`config.mk`:
```
export PLATFORM = sky130hd
export DESIGN_NAME = subpicture_rle_nibble_decoder_top
export DESIGN_NICKNAME = d
export VERILOG_FILES = /design/src/rtl/core/srle_pkg.sv /design/src/rtl/core/srle_cfg.sv /design/src/rtl/core/srle_decode.sv /design/src/rtl/core/srle_queue.sv /design/src/rtl/core/subpicture_rle_nibble_decoder_top.sv
export SDC_FILE = /design/constraint.sdc
export NUM_CORES = 1
export LEC_CHECK = 0
export BUFFER_PORTS_ARGS = -buffer_cell sky130_fd_sc_hd__buf_2
export CAP_MARGIN = 20
export CORE_MARGIN = 1.5
export CORE_UTILIZATION = 65
export DETAILED_ROUTE_END_ITERATION = 10
export GPL_ROUTABILITY_DRIVEN = 0
export HOLD_SLACK_MARGIN = 0.02
export PLACE_DENSITY = 0.8
export SLEW_MARGIN = 0
export SYNTH_ARGS = -nofsm -noshare
export SYNTH_HDL_FRONTEND = slang
export SYNTH_HIERARCHICAL = 1
export SYNTH_SLANG_ARGS = --single-unit
```
`constraint.sdc`:
```
create_clock -name clk -period 31.8 [get_ports clk]
set_clock_uncertainty 0.1 [all_clocks]
set_input_delay 6.36 -clock clk [delete_from_list [all_inputs] [get_ports clk]]
set_output_delay 6.36 -clock clk [all_outputs]
set_load 0.02 [all_outputs]
```
`src/rtl/core/srle_pkg.sv`:
```
`timescale 1ns / 1ps
// ----------------------------------------------------------------------------
// srle_pkg - shared types and nibble step logic for the subpicture RLE decoder
// Holds coordinate widths, register map, state and result records, and the
// combinational step that folds one nibble into the run code.
// ----------------------------------------------------------------------------
package srle_pkg;

  localparam int CoordBits   = 12;
  localparam int WideBits    = CoordBits + 1;
  localparam int CfgDataBits = (WideBits > 16) ? WideBits : 16;
  localparam int QueueDepth  = 4;

  typedef enum logic [2:0] {
    RegAreaLeft      = 3'd0,
    RegAreaTop       = 3'd1,
    RegAreaRight     = 3'd2,
    RegColorSelect   = 3'd3,
    RegContrastSel   = 3'd4,
    RegUseColorSel   = 3'd5
  } reg_index_t;

  typedef struct packed {
    logic [CoordBits-1:0] area_left;
    logic [CoordBits-1:0] area_top;
    logic [WideBits-1:0]  area_right;
    logic [15:0]          color_select;
    logic [15:0]          contrast_select;
    logic                 use_color_select;
  } cfg_t;

  // code_accum never exceeds 0x3f while nibbles are held
  typedef struct packed {
    logic [WideBits-1:0] cursor_x;
    logic [WideBits-1:0] cursor_y;
    logic [5:0]          code_accum;
    logic [1:0]          nibbles_held;
    logic                field_select;
  } dec_state_t;

  typedef struct packed {
    logic [CoordBits-1:0] run_x;
    logic [12:0]          run_y;
    logic [12:0]          run_length;
    logic [3:0]           palette_index;
    logic [3:0]           contrast;
    logic                 line_end;
    logic                 next_field;
  } result_t;

  typedef struct packed {
    dec_state_t st;
    logic       emit;
    result_t    res;
  } step_t;

  typedef struct packed {
    logic [1:0] n;
    result_t    slot0;
    result_t    slot1;
  } push_t;

  function automatic step_t nib_step(input dec_state_t s, input cfg_t c, input logic [3:0] nib);
    step_t               r;
    logic [2:0]          held;
    logic [9:0]          code;
    logic [9:0]          limit;
    logic                done;
    logic [WideBits-1:0] room;
    logic [WideBits-1:0] len;
    logic [WideBits-1:0] code_len;
    logic                ends;
    logic [1:0]          color;
    r        = '0;
    held     = {1'b0, s.nibbles_held} + 3'd1;
    code     = {s.code_accum, nib};
    case (s.nibbles_held)
      2'd0:    limit = 10'h004;
      2'd1:    limit = 10'h010;
      2'd2:    limit = 10'h040;
      default: limit = 10'h100;
    endcase
    done     = (code >= limit);
    room     = (s.cursor_x < c.area_right) ? (c.area_right - s.cursor_x) : '0;
    code_len = WideBits'(code[9:2]);
    color    = code[1:0];
    r.st     = s;
    if (!done && held != 3'd4) begin
      r.st.code_accum   = code[5:0];
      r.st.nibbles_held = held[1:0];
    end else begin
      if (done && code_len < room) begin
        len  = code_len;
        ends = 1'b0;
      end else begin
        len  = room;
        ends = 1'b1;
      end
      r.emit                = 1'b1;
      r.res.run_x           = s.cursor_x[CoordBits-1:0];
      r.res.run_y           = 13'(s.cursor_y);
      r.res.run_length      = 13'(len);
      r.res.palette_index   = c.use_color_select ? c.color_select[{color, 2'b00} +: 4]
                                                 : {2'b00, color};
      r.res.contrast        = c.contrast_select[{color, 2'b00} +: 4];
      r.res.line_end        = ends;
      r.st.code_accum       = '0;
      r.st.nibbles_held     = '0;
      if (ends) begin
        r.st.cursor_x     = WideBits'(c.area_left);
        r.st.cursor_y     = s.cursor_y + WideBits'(1);
        r.st.field_select = ~s.field_select;
      end else begin
        r.st.cursor_x     = s.cursor_x + len;
      end
      r.res.next_field      = r.st.field_select;
    end
    return r;
  endfunction

endpackage

```
`src/rtl/core/srle_cfg.sv`:
```
`timescale 1ns / 1ps
// ----------------------------------------------------------------------------
// srle_cfg - configuration register file
// Decodes register index writes into the drawing area and palette selects.
// ----------------------------------------------------------------------------
module srle_cfg
  import srle_pkg::*;
(
  input  logic                   clk,
  input  logic                   rst,
  input  logic                   cfg_valid,
  output logic                   cfg_ready,
  input  logic [2:0]             cfg_index,
  input  logic [CfgDataBits-1:0] cfg_data,
  output cfg_t                   cfg
);

  assign cfg_ready = 1'b1;

  always_ff @(posedge clk) begin
    if (rst) begin
      cfg.area_left        <= '0;
      cfg.area_top         <= '0;
      cfg.area_right       <= WideBits'(720);
      cfg.color_select     <= 16'h3210;
      cfg.contrast_select  <= 16'h0000;
      cfg.use_color_select <= 1'b0;
    end else if (cfg_valid && cfg_ready) begin
      unique case (reg_index_t'(cfg_index))
        RegAreaLeft:    cfg.area_left        <= cfg_data[CoordBits-1:0];
        RegAreaTop:     cfg.area_top         <= cfg_data[CoordBits-1:0];
        RegAreaRight:   cfg.area_right       <= cfg_data[WideBits-1:0];
        RegColorSelect: cfg.color_select     <= cfg_data[15:0];
        RegContrastSel: cfg.contrast_select  <= cfg_data[15:0];
        RegUseColorSel: cfg.use_color_select <= cfg_data[0];
        default: ;
      endcase
    end
  end

endmodule

```
`src/rtl/core/srle_decode.sv`:
```
`timescale 1ns / 1ps
// ----------------------------------------------------------------------------
// srle_decode - input register and two-nibble decode step
// Holds one byte, folds both nibbles into the run code and pushes 0..2 runs.
// ----------------------------------------------------------------------------
module srle_decode
  import srle_pkg::*;
(
  input  logic       clk,
  input  logic       rst,
  input  cfg_t       cfg,
  input  logic       in_valid,
  output logic       in_stall,
  input  logic       action,
  input  logic [7:0] data_byte,
  input  logic       queue_room,
  output push_t      push
);

  logic       in_full;
  logic       in_action;
  logic [7:0] in_byte;
  dec_state_t state;
  dec_state_t state_next;
  step_t      step_hi;
  step_t      step_lo;
  logic       fire;

  assign fire     = in_full && queue_room;
  assign in_stall = in_full && !queue_room;

  always_ff @(posedge clk) begin
    if (rst) begin
      in_full <= 1'b0;
    end else if (in_valid && !in_stall) begin
      in_full <= 1'b1;
    end else if (fire) begin
      in_full <= 1'b0;
    end
  end

  always_ff @(posedge clk) begin
    if (in_valid && !in_stall) begin
      in_action <= action;
      in_byte   <= data_byte;
    end
  end

  always_comb begin
    step_hi    = nib_step(state, cfg, in_byte[7:4]);
    step_lo    = nib_step(step_hi.st, cfg, in_byte[3:0]);
    push       = '0;
    state_next = state;
    if (fire) begin
      if (!in_action) begin
        // new picture: home the cursor, drop partial code
        state_next.cursor_x     = WideBits'(cfg.area_left);
        state_next.cursor_y     = WideBits'(cfg.area_top);
        state_next.code_accum   = '0;
        state_next.nibbles_held = '0;
        state_next.field_select = 1'b0;
      end else if (step_hi.emit && step_hi.res.line_end) begin
        // line ended on high nibble, low nibble dropped
        state_next = step_hi.st;
        push.n     = 2'd1;
        push.slot0 = step_hi.res;
      end else begin
        state_next = step_lo.st;
        if (step_hi.emit) begin
          push.slot0 = step_hi.res;
          push.slot1 = step_lo.res;
          push.n     = step_lo.emit ? 2'd2 : 2'd1;
        end else begin
          push.slot0 = step_lo.res;
          push.n     = step_lo.emit ? 2'd1 : 2'd0;
        end
      end
    end
  end

  always_ff @(posedge clk) begin
    if (rst) begin
      state <= '0;
    end else begin
      state <= state_next;
    end
  end

  a_stall_only_when_full: assert property (@(posedge clk) disable iff (rst)
    !in_full |-> !in_stall)
    else $error("stall raised with empty input register");

  a_two_runs_first_open: assert property (@(posedge clk) disable iff (rst)
    push.n == 2'd2 |-> !push.slot0.line_end)
    else $error("second run pushed after a line end");

  a_accum_bound: assert property (@(posedge clk) disable iff (rst)
    (state.nibbles_held == 2'd0 && state.code_accum == 6'd0) ||
    (state.nibbles_held == 2'd1 && state.code_accum < 6'd4) ||
    (state.nibbles_held == 2'd2 && state.code_accum < 6'd16) ||
    (state.nibbles_held == 2'd3))
    else $error("partial code out of range for nibble count");

endmodule

```
`src/rtl/core/srle_queue.sv`:
```
`timescale 1ns / 1ps
// ----------------------------------------------------------------------------
// srle_queue - result queue
// Four-entry register queue: up to two runs in per cycle, one out if no stall.
// ----------------------------------------------------------------------------
module srle_queue
  import srle_pkg::*;
(
  input  logic    clk,
  input  logic    rst,
  input  push_t   push,
  output logic    queue_room,
  output logic    out_valid,
  input  logic    out_stall,
  output result_t head
);

  localparam int PtrBits = $clog2(QueueDepth);

  result_t            mem [QueueDepth];
  logic [PtrBits-1:0] wr_ptr;
  logic [PtrBits-1:0] rd_ptr;
  logic [PtrBits:0]   count;
  logic               pop;

  assign out_valid  = (count != '0);
  assign pop        = out_valid && !out_stall;
  assign queue_room = (count <= (PtrBits+1)'(QueueDepth - 2));
  assign head       = mem[rd_ptr];

  always_ff @(posedge clk) begin
    if (push.n != 2'd0) begin
      mem[wr_ptr] <= push.slot0;
    end
    if (push.n == 2'd2) begin
      mem[wr_ptr + PtrBits'(1)] <= push.slot1;
    end
  end

  always_ff @(posedge clk) begin
    if (rst) begin
      wr_ptr <= '0;
      rd_ptr <= '0;
      count  <= '0;
    end else begin
      wr_ptr <= wr_ptr + PtrBits'(push.n);
      rd_ptr <= rd_ptr + PtrBits'(pop);
      count  <= count + (PtrBits+1)'(push.n) - (PtrBits+1)'(pop);
    end
  end

  a_no_overfill: assert property (@(posedge clk) disable iff (rst)
    push.n != 2'd0 |-> count <= (PtrBits+1)'(QueueDepth - 2))
    else $error("push into queue without room");

  a_count_tracks: assert property (@(posedge clk) disable iff (rst)
    !$past(rst) |-> count == $past(count + (PtrBits+1)'(push.n) - (PtrBits+1)'(pop)))
    else $error("queue count lost track of transactions");

  a_count_bound: assert property (@(posedge clk) disable iff (rst)
    count <= (PtrBits+1)'(QueueDepth))
    else $error("queue count beyond depth");

endmodule

```
`src/rtl/core/subpicture_rle_nibble_decoder_top.sv`:
```
`timescale 1ns / 1ps
// ----------------------------------------------------------------------------
// subpicture_rle_nibble_decoder_top - subpicture run-length decoder
// Turns run-length coded subpicture bytes into runs with position, length,
// palette index and contrast.
// ----------------------------------------------------------------------------
// One input transaction carries either a new-picture command (action 0, which
// homes the cursor to area_left/area_top and clears field and partial code)
// or one data byte (action 1), decoded high nibble first. A byte yields zero,
// one or two run transactions; a line end on the high nibble drops the low
// nibble. An input byte is taken every cycle while the result queue has room
// for two runs, and results leave at one per cycle while out_stall is low, so
// bytes that yield two runs are held back by the single result port. A run
// passes through the input register, then the result queue, before it
// appears. next_field tells the fetch logic which interlaced field supplies
// the next byte. Configuration writes are never stalled (cfg_ready is always
// high) and must be made while no decode is in flight; indexes beyond the
// register map are ignored.
// ----------------------------------------------------------------------------
module subpicture_rle_nibble_decoder_top
  import srle_pkg::*;
(
  input  logic                   clk,
  input  logic                   rst,
  // config write channel
  input  logic                   cfg_valid,
  output logic                   cfg_ready,
  input  logic [2:0]             cfg_index,
  input  logic [CfgDataBits-1:0] cfg_data,
  // input byte channel
  input  logic                   in_valid,
  output logic                   in_stall,
  input  logic                   action,
  input  logic [7:0]             data_byte,
  // run channel
  output logic                   out_valid,
  input  logic                   out_stall,
  output logic [CoordBits-1:0]   run_x,
  output logic [12:0]            run_y,
  output logic [12:0]            run_length,
  output logic [3:0]             palette_index,
  output logic [3:0]             contrast,
  output logic                   line_end,
  output logic                   next_field
);

  cfg_t    cfg;
  push_t   push;
  logic    queue_room;
  result_t head;

  // register file
  srle_cfg u_cfg (
    .clk       (clk),
    .rst       (rst),
    .cfg_valid (cfg_valid),
    .cfg_ready (cfg_ready),
    .cfg_index (cfg_index),
    .cfg_data  (cfg_data),
    .cfg       (cfg)
  );

  // byte register, cursor state and both nibble steps
  srle_decode u_decode (
    .clk        (clk),
    .rst        (rst),
    .cfg        (cfg),
    .in_valid   (in_valid),
    .in_stall   (in_stall),
    .action     (action),
    .data_byte  (data_byte),
    .queue_room (queue_room),
    .push       (push)
  );

  // run queue decouples two-run bytes from the single output port
  srle_queue u_queue (
    .clk        (clk),
    .rst        (rst),
    .push       (push),
    .queue_room (queue_room),
    .out_valid  (out_valid),
    .out_stall  (out_stall),
    .head       (head)
  );

  assign run_x         = head.run_x;
  assign run_y         = head.run_y;
  assign run_length    = head.run_length;
  assign palette_index = head.palette_index;
  assign contrast      = head.contrast;
  assign line_end      = head.line_end;
  assign next_field    = head.next_field;

endmodule

```
# Yosys cells after proc, flatten, opt, wreduce, memory -nomap -nowiden

Memory sizes are Yosys's and may differ from the RTL's. A register that Yosys moved wholly into a read port is not among the register bits.
Cells that the tools add are included.

Register bits after elaboration: 122
Latch bits: 0
Memory bits (writable): 192
Memory bits (read-only): 0
Input port bits: 33
Output and inout port bits: 51
Logic and storage cells: 125
Memories kept: 1

Add/subtract/negate cells: 13
Multiply operators: 0
Div/mod/pow operators: 0
$lt $le $gt $ge: 7
Equal/unequal tests: 12
Shift operators: 4
Multiplexer cells: 43
Bitwise gates (word level): 2
Reductions and logical operators: 26

Memories:

| memory      | depth | width | read ports | clocked after Yosys merged registers in | wr ports | RTL line         | source |
|---|---|---|---|---|---|---|---|
| u_queue.mem | 4     | 48    | 1          | 1                                       | 2        | srle_queue.sv:20 | `result_t mem [QueueDepth];` |

Operator list:

| cell                                           | number |
|---|---|
| 2-to-1 mux 50 bit                              | 4 |
| 2-to-1 mux 98 bit                              | 2 |
| 2-to-1 mux 13 bit                              | 10 |
| 2-to-1 mux 48 bit                              | 2 |
| 2-to-1 mux 35 bit                              | 2 |
| variable part select 16 x 5 -> 4 bit           | 4 |
| one-hot mux 9 bit (3 select lines)             | 2 |
| 2-to-1 mux 26 bit                              | 2 |
| adder 13 x 1 -> 13 bit (second input constant) | 2 |
| adder 13 bit                                   | 2 |
| < comparator 13 bit                            | 2 |
| < comparator 8 x 13 -> 1 bit                   | 2 |
| subtractor 13 bit                              | 2 |
| greater-or-equal comparator 10 x 9 -> 1 bit    | 2 |
| 2-to-1 mux 8 bit                               | 2 |
| 2-to-1 mux 1 bit                               | 13 |
| AND reduction 2 bit                            | 6 |
| logical AND 1 bit                              | 9 |
| 2-to-1 mux 4 bit                               | 2 |
| adder 2 x 1 -> 3 bit (second input constant)   | 2 |
| == test 2 bit (second input constant)          | 3 |
| == test 3 x 2 -> 1 bit (second input constant) | 2 |
| == test 3 bit (second input constant)          | 2 |
| inequality test 3 bit (second input constant)  | 2 |
| other kinds (15)                               | 24 |

# Longest topological paths before layout

Word-level depth: 25
Mapped depth: 68
Depth with buffers taken out: 62

# Modules after synthesis

Netlist, hierarchy kept.

Modules (own cells, without submodules):

| module      | instances | cells an instance | area each (um2) | sequential area each (um2) |
|---|---|---|---|---|
| srle_queue  | 1         | 513               | 9,613.0         | 5,905.7 |
| srle_decode | 1         | 1,051             | 7,736.2         | 991.0 |
| srle_cfg    | 1         | 263               | 2,844.0         | 1,401.3 |

# Worst setup path before layout

No wires, ideal clock.

Path type: register to register
Start point: reg u_decode/state[30] in the netlist's numbering
End point: reg u_decode/state[34] in the netlist's numbering
Library setup time: 0.071 ns
Arrival: 12.729 ns
Data required time: 31.629 ns
Path slack: 18.900 ns
Stages on the path, launching flop included: 69
Path buffers: 7
Period minus slack after synthesis: 12.900 ns
Path through: dfxtp_1 inv_1 ha_1 buf_6 a211oi_2 o221ai_2 o31a_4 a21oi_4 a21o_1 nor2_1 inv_1 ha_1 a21o_1 a21oi_1 nor2b_1 a2111oi_0 a221oi_4 a21boi_2 (+33 left out) buf_4 buf_2 nor3_1 a21oi_1 inv_1 ha_1 fa_1 a21o_1 a21oi_1 o21bai_1 a21oi_1 o21bai_1 a211oi_1 o21bai_1 o311ai_0 xnor2_1 nand4_1 a21oi_1

Word-level cells in the longest chain between the ends: 20
Elaborated cells on any way between the ends: 28
Those cells by class: add/sub (4); order compare (4); mux (17); reduce/logical (3)

Ends and longest elaborated chain:

| element                                                  | RTL line          | source |
|---|---|---|
| start, declared                                          | srle_decode.sv:23 | `dec_state_t state;` |
| start signal, assigned                                   | srle_decode.sv:85 | `state <= state_next;` |
| subtractor 13 bit or < comparator 13 bit (tied branches) | srle_pkg.sv:84    | `room = (s.cursor_x < c.area_right) ? (c.area_right - s.cursor_x) : '0;` |
| 2-to-1 mux 13 bit                                        | srle_pkg.sv:84    |  |
| < comparator 8 x 13 -> 1 bit                             | srle_pkg.sv:92    | `if (done && code_len < room) begin` |
| logical AND 1 bit                                        | srle_pkg.sv:92    |  |
| 2-to-1 mux 13 bit                                        | srle_pkg.sv:92    |  |
| 2-to-1 mux 13 bit                                        | srle_pkg.sv:88    | `if (!done && held != 3'd4) begin` |
| adder 13 bit                                             | srle_pkg.sv:114   | `r.st.cursor_x = s.cursor_x + len;` |
| 2-to-1 mux 13 bit                                        | srle_pkg.sv:109   | `if (ends) begin` |
| (+4 left out)                                            | -                 |  |
| logical AND 1 bit                                        | srle_pkg.sv:92    |  |
| 2-to-1 mux 13 bit                                        | srle_pkg.sv:92    |  |
| 2-to-1 mux 13 bit                                        | srle_pkg.sv:88    |  |
| adder 13 bit                                             | srle_pkg.sv:114   |  |
| 2-to-1 mux 13 bit                                        | srle_pkg.sv:109   |  |
| 2-to-1 mux 26 bit                                        | srle_pkg.sv:88    |  |
| 2-to-1 mux 35 bit *                                      | srle_decode.sv:62 | `end else if (step_hi.emit && step_hi.res.line_end) begin` |
| 2-to-1 mux 35 bit *                                      | srle_decode.sv:55 | `if (!in_action) begin` |

Mark *: on every way between the ends. The rest lies on a longest branch, timed or not. The select of a mux whose other input is x is not followed.
A chain may end at the register's enable or synchronous reset.

# Worst setup path in the final report

Start point: reg u_decode/state[31] in the netlist's numbering
End point: reg u_decode/state[34] in the netlist's numbering

Same word-level chain as after synthesis.

==> flow_summary.ini <==
[logic_synthesis]
yosys.area.top_type = edfxtp_1
syn_area_per_cell_um2 = 11.1
netlist_top_cells_count = edfxtp_1 (201), mux2_2 (174), nor2_1 (145)
synth-seq-area-share_pct = 41.1
synth_most_common_cell = edfxtp_1
synth-edff-count = 201
yosysTopAreaCellShare_pct = 29.9
synth_ff_type = edfxtp_1
netlist_area_mm2 = 0.0202
synth_warnings = 6
syn_nets = 1951
synth_area_leaders = edfxtp_1 (30%), dfxtp_1 (11%), mux2_2 (9.7%)
synthCells = 1827
ys_seq_elements = 314
ys_async_sr_fraction_pct = 0
synth.distinct_cells = 103

[pwr]
power_mw = 1.81
switching_power_uw = 784
seq_power_share_pct = 27.5
intPower_mw = 1.03
leakagePower_nw = 8.37
vdd_ir_drop_max_mv = 0.0705
power.density_mw_per_mm2 = 82.9
clkPwrFrac_pct = 20.8
p_sw_share_pct = 43.2
comb_power_share_pct = 51.7

[floorplan]
die_y_um = 179
placement_rows = 64
ioPinCount = 84
die_area_mm2 = 0.0321
start_util_pct = 66.0
core-area_mm2 = 0.0306
die_w_um = 179

[place]
io_buffers = 82
dp_hpwl_um = 39200

[route]
routed_via_density = 6.80
vias = 15500
drc_errors = 0
firstDrtPassIters = 8
drt_wl_total_um = 57100
drt-initial-drc-count = 1997
ant_nets = 0
routedWlPerCell_um = 25.0

[layout]
fin_nets = 1986
fillers = 2178
areaGrowthSynthToFinish_pct = 8.34
drive_gt1_share_pct = 22.8

[global_route]
antenna_found_initial = 0
grt_max_degree = 82
grt-ovfl-total = 0
grtUsageTotal_pct = 35.8
grt_first_pass_wirelength_um = 86800
grt_pass1_vias = 14800

[cts]
clock-sinks = 314
cts_buffers = 35
cts.path.max_buffers = 3
clk_pin_slew_ps = 60
htreeDepth = 2
post_cts_buffers = 0
insertion_delay_ps = 530
cts_tree = done
hold_buffers = 0
cts_resized = 0
cts_root_buffer = clkbuf_16

[timing]
slew_headroom_pct = 26.8
tightest_slew_ps = 1090
setup_viol = 0
rsz0062_at_grt = no
fmax_ghz = 0.0686
finalHoldViolations = 0
fin_crit_sh_pct = 45.8
fin_setup_tns_ps = 0
min_period_ps = 14580
slew_viol_final = 0

[min_path]
hp-class = flop to flop
hold_depth = 2

[worst_setup_path]
crit_slowest_cell = a2111oi_0
ff2ff_path_depth = 60
start_kind = flop
required_ps = 32150
crit_fanout = 42
slowest_delay_ps = 810
cp-end-kind = flop
arrival_ps = 14930
crit_type = flop to flop
crit_top_cell = a21oi_1

[outcome]
status = finished, final reports clean

[job]
max_cap_violations = 0
==> cell families after synthesis <==
family	count (synthesis)	synth area share, %
flip-flops	314	41.1
multiplexers	340	21.8
AO/OA/AOI/OAI	321	11.3
XOR/XNOR	54	2.41
AND/OR/NAND/NOR	514	13.3
buffers and inverters	192	4.24
other	1	0.0186
adder cells (fa/ha/maj)	91	5.82
==> through the flow <==
step	setup WS (ps)	instance area [um2]	hold WS, ps	cells	util, %
floorplan	18900	20200	344	1827	-
detailed placement	17890	20800	361	2220	68.1
finish	17220	21900	389	2285	71.5
CTS	17690	21900	386	2283	71.5
global placement	18360	20800	361	2220	68.1
global route	16310	21900	410	2284	71.5
==> power by group through the flow <==
stage               combinational, mW  clock [mW]  sequential, mW
finish                          0.938       0.377           0.498
detailed placement              0.896           0           0.506
global route                    0.999       0.395           0.502
floorplan                       0.684           0           0.491
CTS                             0.905       0.378           0.497
global placement                0.876           0           0.503
==> routing by layer <==
metal,wire (um),track usage [%],share of wire (%)
met1,22400,48.2,39
met2,26000,55.9,45
met3,6430,8.61,11
met4,2310,13.6,4.0
met5,0,0,0
==> registers in the layout, summed over array words and instances, names as in the netlist <==
register            flops
u_queue/rd_ptr          2
u_cfg/cfg              70
u_queue/wr_ptr          2
u_decode/state         35
u_queue/count           3
u_queue/mem           192
u_decode/in_full        1
u_decode/in_byte        8
u_decode/in_action      1
==> worst max-delay path, delay by kind of cell, from the launching register on <==
kind	cells	cell delay [ps]
AO/OA/AOI/OAI	32	8080
flip-flops	1	350
adder cells (fa/ha/maj)	7	2350
AND/OR/NAND/NOR	12	2030
buffers and inverters	7	1180
XOR/XNOR	2	350
==> cell type report <==
type	count	area, um2	share of cell area, %
clock inverter	15	77.6	0.355
tap	396	495	2.26
sequential	314	8300	38.0
inverter	84	315	1.44
antenna	1	2.50	0.0114
clock buffer	48	956	4.37
timing repair buffer	106	601	2.75
multi-input combinational	1321	11100	50.9
==> path summary, 6_finish.rpt <==
check | start | endpoint | slack, ps
hold reg to reg | u_cfg/cfg[49] | u_cfg/cfg[49] | 390
hold / removal | u_cfg/cfg[49] | u_cfg/cfg[49] | 390
setup reg to reg | u_decode/state[31] | u_decode/state[34] | 17220
setup / recovery | u_decode/state[31] | u_decode/state[34] | 17220
==> cell usage in the layout, fill, tap and decap left out, types with 50 or more instances in the layout <==
cell / instances
inv_1: 82
a21oi_1: 85
o21ai_0: 50
mux2_2: 174
mux2i_1: 83
edfxtp_1: 201
buf_2: 81
dfxtp_1: 111
ha_1: 86
mux4_2: 60
nor2_1: 142
nand2_1: 97
nand2b_1: 93
(Power assumes the default switching activity.)
